`src/pbs_pkg.sv`:
```
// Shared types and constants for the per-protocol packet and byte counters.
package pbs_pkg;

  localparam int NUM_SLOTS       = 259;
  localparam int MAX_FRAME_BYTES = 16383;
  localparam int SLOT_W          = 9;
  localparam int LEN_W           = $clog2(MAX_FRAME_BYTES + 1);
  localparam int CNT_W           = 64;

  localparam logic [15:0] ETYPE_IPV4 = 16'h0800;
  localparam logic [15:0] ETYPE_IPV6 = 16'h86DD;
  localparam logic [15:0] ETYPE_ARP  = 16'h0806;

  localparam logic [SLOT_W-1:0] ARP_SLOT   = SLOT_W'(256);
  localparam logic [SLOT_W-1:0] IPV6_SLOT  = SLOT_W'(257);
  localparam logic [SLOT_W-1:0] OTHER_SLOT = SLOT_W'(258);
  localparam logic [SLOT_W-1:0] SLOT_LAST  = SLOT_W'(NUM_SLOTS - 1);

  localparam logic [LEN_W-1:0] POS_ETYPE_HI = LEN_W'(12);
  localparam logic [LEN_W-1:0] POS_ETYPE_LO = LEN_W'(13);
  localparam logic [LEN_W-1:0] POS_IP_PROTO = LEN_W'(23);
  localparam logic [LEN_W-1:0] MIN_ETH_LEN  = LEN_W'(14);
  localparam logic [LEN_W-1:0] MIN_IPV4_LEN = LEN_W'(34);
  localparam logic [LEN_W-1:0] LEN_MAX      = LEN_W'(MAX_FRAME_BYTES);

  typedef enum logic {
    FUNC_BYTE = 1'b0,
    FUNC_READ = 1'b1
  } func_t;

  // Request from the parser to the counter pipeline.
  typedef struct packed {
    logic              valid;
    logic              is_frame;
    logic              counted;
    logic              out_of_range;
    logic [SLOT_W-1:0] slot;
    logic [LEN_W-1:0]  len;
  } req_t;

endpackage

```
`src/pbs_parser.sv`:
```
// Frame header tracking and slot classification.
module pbs_parser import pbs_pkg::*; (
  input  logic              clk,
  input  logic              rst,
  input  logic              accept,
  input  logic              func,
  input  logic [7:0]        frame_byte,
  input  logic              end_of_frame,
  input  logic [SLOT_W-1:0] read_slot,
  output req_t              req
);

  logic [LEN_W-1:0] byte_position;
  logic [15:0]      ether_type;
  logic [7:0]       ip_protocol;

  logic [LEN_W-1:0] len;
  logic [15:0]      etype_cur;
  logic [7:0]       proto_cur;
  logic             ok;
  logic [SLOT_W-1:0] slot;
  logic             is_read;

  assign is_read = (func == FUNC_READ);

  always_comb begin
    etype_cur = ether_type;
    proto_cur = ip_protocol;
    if (byte_position == POS_ETYPE_HI) begin
      etype_cur = {frame_byte, ether_type[7:0]};
    end else if (byte_position == POS_ETYPE_LO) begin
      etype_cur = {ether_type[15:8], frame_byte};
    end else if (byte_position == POS_IP_PROTO) begin
      proto_cur = frame_byte;
    end
    len = (byte_position < LEN_MAX) ? byte_position + LEN_W'(1) : LEN_MAX;

    ok   = 1'b0;
    slot = '0;
    if (len >= MIN_ETH_LEN) begin
      if (etype_cur == ETYPE_ARP) begin
        ok   = 1'b1;
        slot = ARP_SLOT;
      end else if (etype_cur == ETYPE_IPV6) begin
        ok   = 1'b1;
        slot = IPV6_SLOT;
      end else if (etype_cur != ETYPE_IPV4) begin
        ok   = 1'b1;
        slot = OTHER_SLOT;
      end else if (len >= MIN_IPV4_LEN) begin
        ok   = 1'b1;
        slot = {1'b0, proto_cur};
      end
    end
  end

  always_comb begin
    req              = '0;
    req.valid        = accept && (is_read || end_of_frame);
    req.is_frame     = !is_read;
    req.len          = len;
    if (is_read) begin
      req.out_of_range = (read_slot > SLOT_LAST);
      req.slot         = (read_slot > SLOT_LAST) ? '0 : read_slot;
    end else begin
      req.counted = ok;
      req.slot    = ok ? slot : '0;
    end
  end

  always_ff @(posedge clk) begin
    if (rst) begin
      byte_position <= '0;
      ether_type    <= '0;
      ip_protocol   <= '0;
    end else if (accept && !is_read) begin
      if (end_of_frame) begin
        byte_position <= '0;
        ether_type    <= '0;
        ip_protocol   <= '0;
      end else begin
        byte_position <= len;
        ether_type    <= etype_cur;
        ip_protocol   <= proto_cur;
      end
    end
  end

endmodule

```
`config.mk`:
```
export PLATFORM = sky130hd
export DESIGN_NAME = pbs_parser
export DESIGN_NICKNAME = d
export VERILOG_FILES = /design/src/pbs_pkg.sv /design/src/pbs_parser.sv
export SDC_FILE = /design/constraint.sdc
export NUM_CORES = 1
export LEC_CHECK = 0
export BUFFER_PORTS_ARGS = -buffer_cell sky130_fd_sc_hd__buf_2
export CAP_MARGIN = 5
export CORE_MARGIN = 3
export CORE_UTILIZATION = 56
export CTS_CLUSTER_SIZE = 14
export DETAILED_ROUTE_END_ITERATION = 12
export GPL_TIMING_DRIVEN = 0
export PLACE_DENSITY = 0.86
export SYNTH_ARGS = -nofsm -noshare
export SYNTH_HDL_FRONTEND = slang
export SYNTH_SLANG_ARGS = --single-unit
```
`constraint.sdc`:
```
create_clock -name clk -period 3.43 [get_ports clk]
set_clock_uncertainty 0.1 [all_clocks]
set_input_delay 0.5145 -clock clk [delete_from_list [all_inputs] [get_ports clk]]
set_output_delay 0.5145 -clock clk [all_outputs]
set_load 0.005 [all_outputs]
```
==> results.json <==
{
  "status": "complete, but fails checks",
  "violations": "setup timing",
  "crit_path_top_delay_cell": "or4_4",
  "syn_nets": 340,
  "drv_slew": 0,
  "cts_tree": "yes",
  "rsz0062_at_grt": "true",
  "path_buf_inv": 2,
  "slew_headroom_pct": 57.6,
  "syn_avg_cell_area_um2": 8.23,
  "crit_path_max_incr_delay_ns": 0.57,
  "async_flop_share_pct": 0,
  "antenna_found_initial": 0,
  "drc_errors": 0,
  "critPathCaptureType": "primary output",
  "drive_gt1_share_pct": 36.1,
  "ys_warn_count": 0,
  "drt-pass1-iter-count": 5,
  "path_class": "reg -> out",
  "ctsRootBufferMaster": "clkbuf_8",
  "dieArea_um2": 5480,
  "grt.total_usage_pct": 27.0,
  "setup_ws_ns": -0.0183,
  "power_mw": 0.850,
  "whs_ns": 0.414,
  "synth_top_cell_by_area": "dfxtp_1",
  "power_density_nw_per_um2": 260,
  "drtAntennaViolNets": 0,
  "grt_pass1_wl_um": 11500,
  "cp_top_family": "simple AND/OR/NAND/NOR gates",
  "post-dp-hpwl_um": 4850,
  "synth_area_um2": 2590,
  "required_ns": 2.82,
  "wl_um": 8940,
  "core_area_um2": 4410,
  "nets": 409,
  "ys_top_cells_by_count": "nor2_1, a22oi_1, dfxtp_1",
  "critical_path.startpoint_type": "flip-flop",
  "ctsHtreeMaxLevel": 2,
  "layout_min_cycle_time_ns": 3.45,
  "io_buffers": 45,
  "path_clk_slew_ns": 0.08,
  "gr-total-overflow": 0,
  "syn_inst": 315,
  "wl_per_cell_um": 20.4,
  "ios": 49,
  "ys_ff_latch": 38,
  "clock_latency_ns": 0.30,
  "hold_class": "reg -> reg",
  "clkPwrFrac_pct": 39.4,
  "die_h_um": 74.0,
  "synth_cell_types": 60,
  "critPathMaxFanout": 7,
  "cts_hold_buf": 0,
  "num_antenna_cells": 0,
  "synth_flop_cell": "dfxtp_1",
  "netlist_top_cells_area": "dfxtp_1, a22oi_1, nor2_1, nand2_1, mux2i_1",
  "via_per_inst": 6.88,
  "clock.fmax_mhz": 290,
  "die-width_um": 74.0,
  "cellInternalPower_mw": 0.623,
  "synth_most_common_cell": "nor2_1",
  "area_delta_synth_final_pct": 26.1,
  "timing.final.crit_share_pct": 101,
  "power_frac_seq_pct": 51.6,
  "timing.setup.tns_ns": -0.0311,
  "arrival_ns": 2.83,
  "tightest_slew_ns": 0.634,
  "clock-sinks": 38,
  "place_area_um2": 2880,
  "grt_max_degree": 13,
  "grt_pass1_vias": 2403,
  "cts-buffers-inserted": 5,
  "cp_cell_sequence": "nor4_4 > buf_4 > nand4_4 > mux2i_1 > nand3_2 > or4_4 > nand3b_4 > o21ai_2 > buf_2",
  "final_cell_area_um2": 3270,
  "setup_viol": 4,
  "synth_edf_count": 0,
  "synth-seq-area-share_pct": 29.3,
  "drtIter0Drc": 461,
  "num_vias": 3005,
  "p_sw_mw": 0.226,
  "hold_viol_final": 0,
  "netSwitchingFraction_pct": 26.7,
  "leakagePower_nw": 1.36,
  "gp_congestion": 0.897,
  "power_frac_comb_pct": 9.0,
  "vdd_drop_max_v": 0.000172,
  "rows": 24,
  "yosysTopAreaCellShare_pct": 29.3,
  "maxCapViolations": 0,
  "clk_path_buf_depth": 2,
  "start_util_pct": 58.7
}
## path summary, 6_finish.rpt
path,startpoint,to,slack [ns],cells past startpoint
min,ip_protocol[6],ip_protocol[6],0.41,2
min reg2reg,ip_protocol[6],ip_protocol[6],0.41,2
max reg2reg,byte_position[9],ether_type[2],1.07,7
max,byte_position[8],req[16],-0.02,9
## registers in the layout (all words and copies together), names as in the netlist
| register | cells |
|---|---|
| byte_position | 14 |
| ip_protocol | 8 |
| ether_type | 16 |
## metal layers
| metal | wire, um | part of all wire, % | GRT usage [%] |
|---|---|---|---|
| met3 | 1070 | 12 | 6.35 |
| met5 | 0 | 0 | 0 |
| met4 | 587 | 6.6 | 11.7 |
| met2 | 3870 | 43 | 42.6 |
| met1 | 3410 | 38 | 35.2 |
## cell type report
cell class	instances	area, um2
Sequential cell	38	788
Inverter	3	11.3
Clock buffer	6	82.6
Multi-Input combinational cell	249	1790
Buffer	16	104
Tap cell	52	65.1
Timing Repair Buffer	71	418
Fill cell	283	1150
Clock inverter	2	12.5
## power groups by stage
stage | sequential (mW) | clock [mW] | combinational (mW)
6_report | 0.439 | 0.334 | 0.0765
5_1_grt | 0.439 | 0.347 | 0.0813
4_1_cts | 0.441 | 0.332 | 0.0708
3_5_place_dp | 0.453 | 0 | 0.0696
3_3_place_gp | 0.453 | 0 | 0.0691
2_1_floorplan | 0.453 | 0 | 0.0336
## logic make-up after synthesis
group	count (synthesis)	synth area share, %
AOI/OAI and AO/OA	75	22.1
and+or+nand+nor	148	32.0
muxes	11	4.34
adders and majority gates	3	1.45
xor gates and xnor gates	12	4.05
DFF	38	29.3
buffers and inverters	28	6.71
## worst register-to-register path, cell delays in order (launching register included)
cell,delay (ns)
dfxtp_2,0.38
nor4_4,0.35
buf_4,0.24
nand4_4,0.19
buf_4,0.19
nor2_1,0.50
a22oi_1,0.18
nor2_1,0.16
## layout by cell type, fill, tap and decap left out, drive strengths merged, types with 3 or more instances in the layout
cell type	instances
nor3	6
nand2	27
nor4	7
ha	3
nor2	52
nand2b	5
a22oi	39
inv	3
xor2	7
a21oi	9
clkbuf	16
a31oi	3
o21ai	13
or4	3
mux2i	9
xnor2	5
nand3	9
and4b	3
buf	77
nand4	9
and4	4
and3	3
dfxtp	38
and2	6
## through the flow
stage / setup WS, ns / cells / util, %
after floorplan: 0.411 / 315 / -
after detailed placement: -0.0381 / 412 / 65.3
after CTS: 0.00352 / 425 / 69.6
final: -0.0183 / 437 / 74.0
after global routing: -0.161 / 437 / 74.0
after global placement: 0.0462 / 412 / 65.3
## what timing repair did
| action | 4_1_cts | 5_1_grt |
|---|---|---|
| setup buffers | 9 | 17 |
| pin swaps | 14 | 15 |
| cloned | 0 | 0 |
| gates resized for setup | 22 | 28 |
| endpoints found under the setup margin | 10 | 10 |
Power figures use the tool's default switching activity.
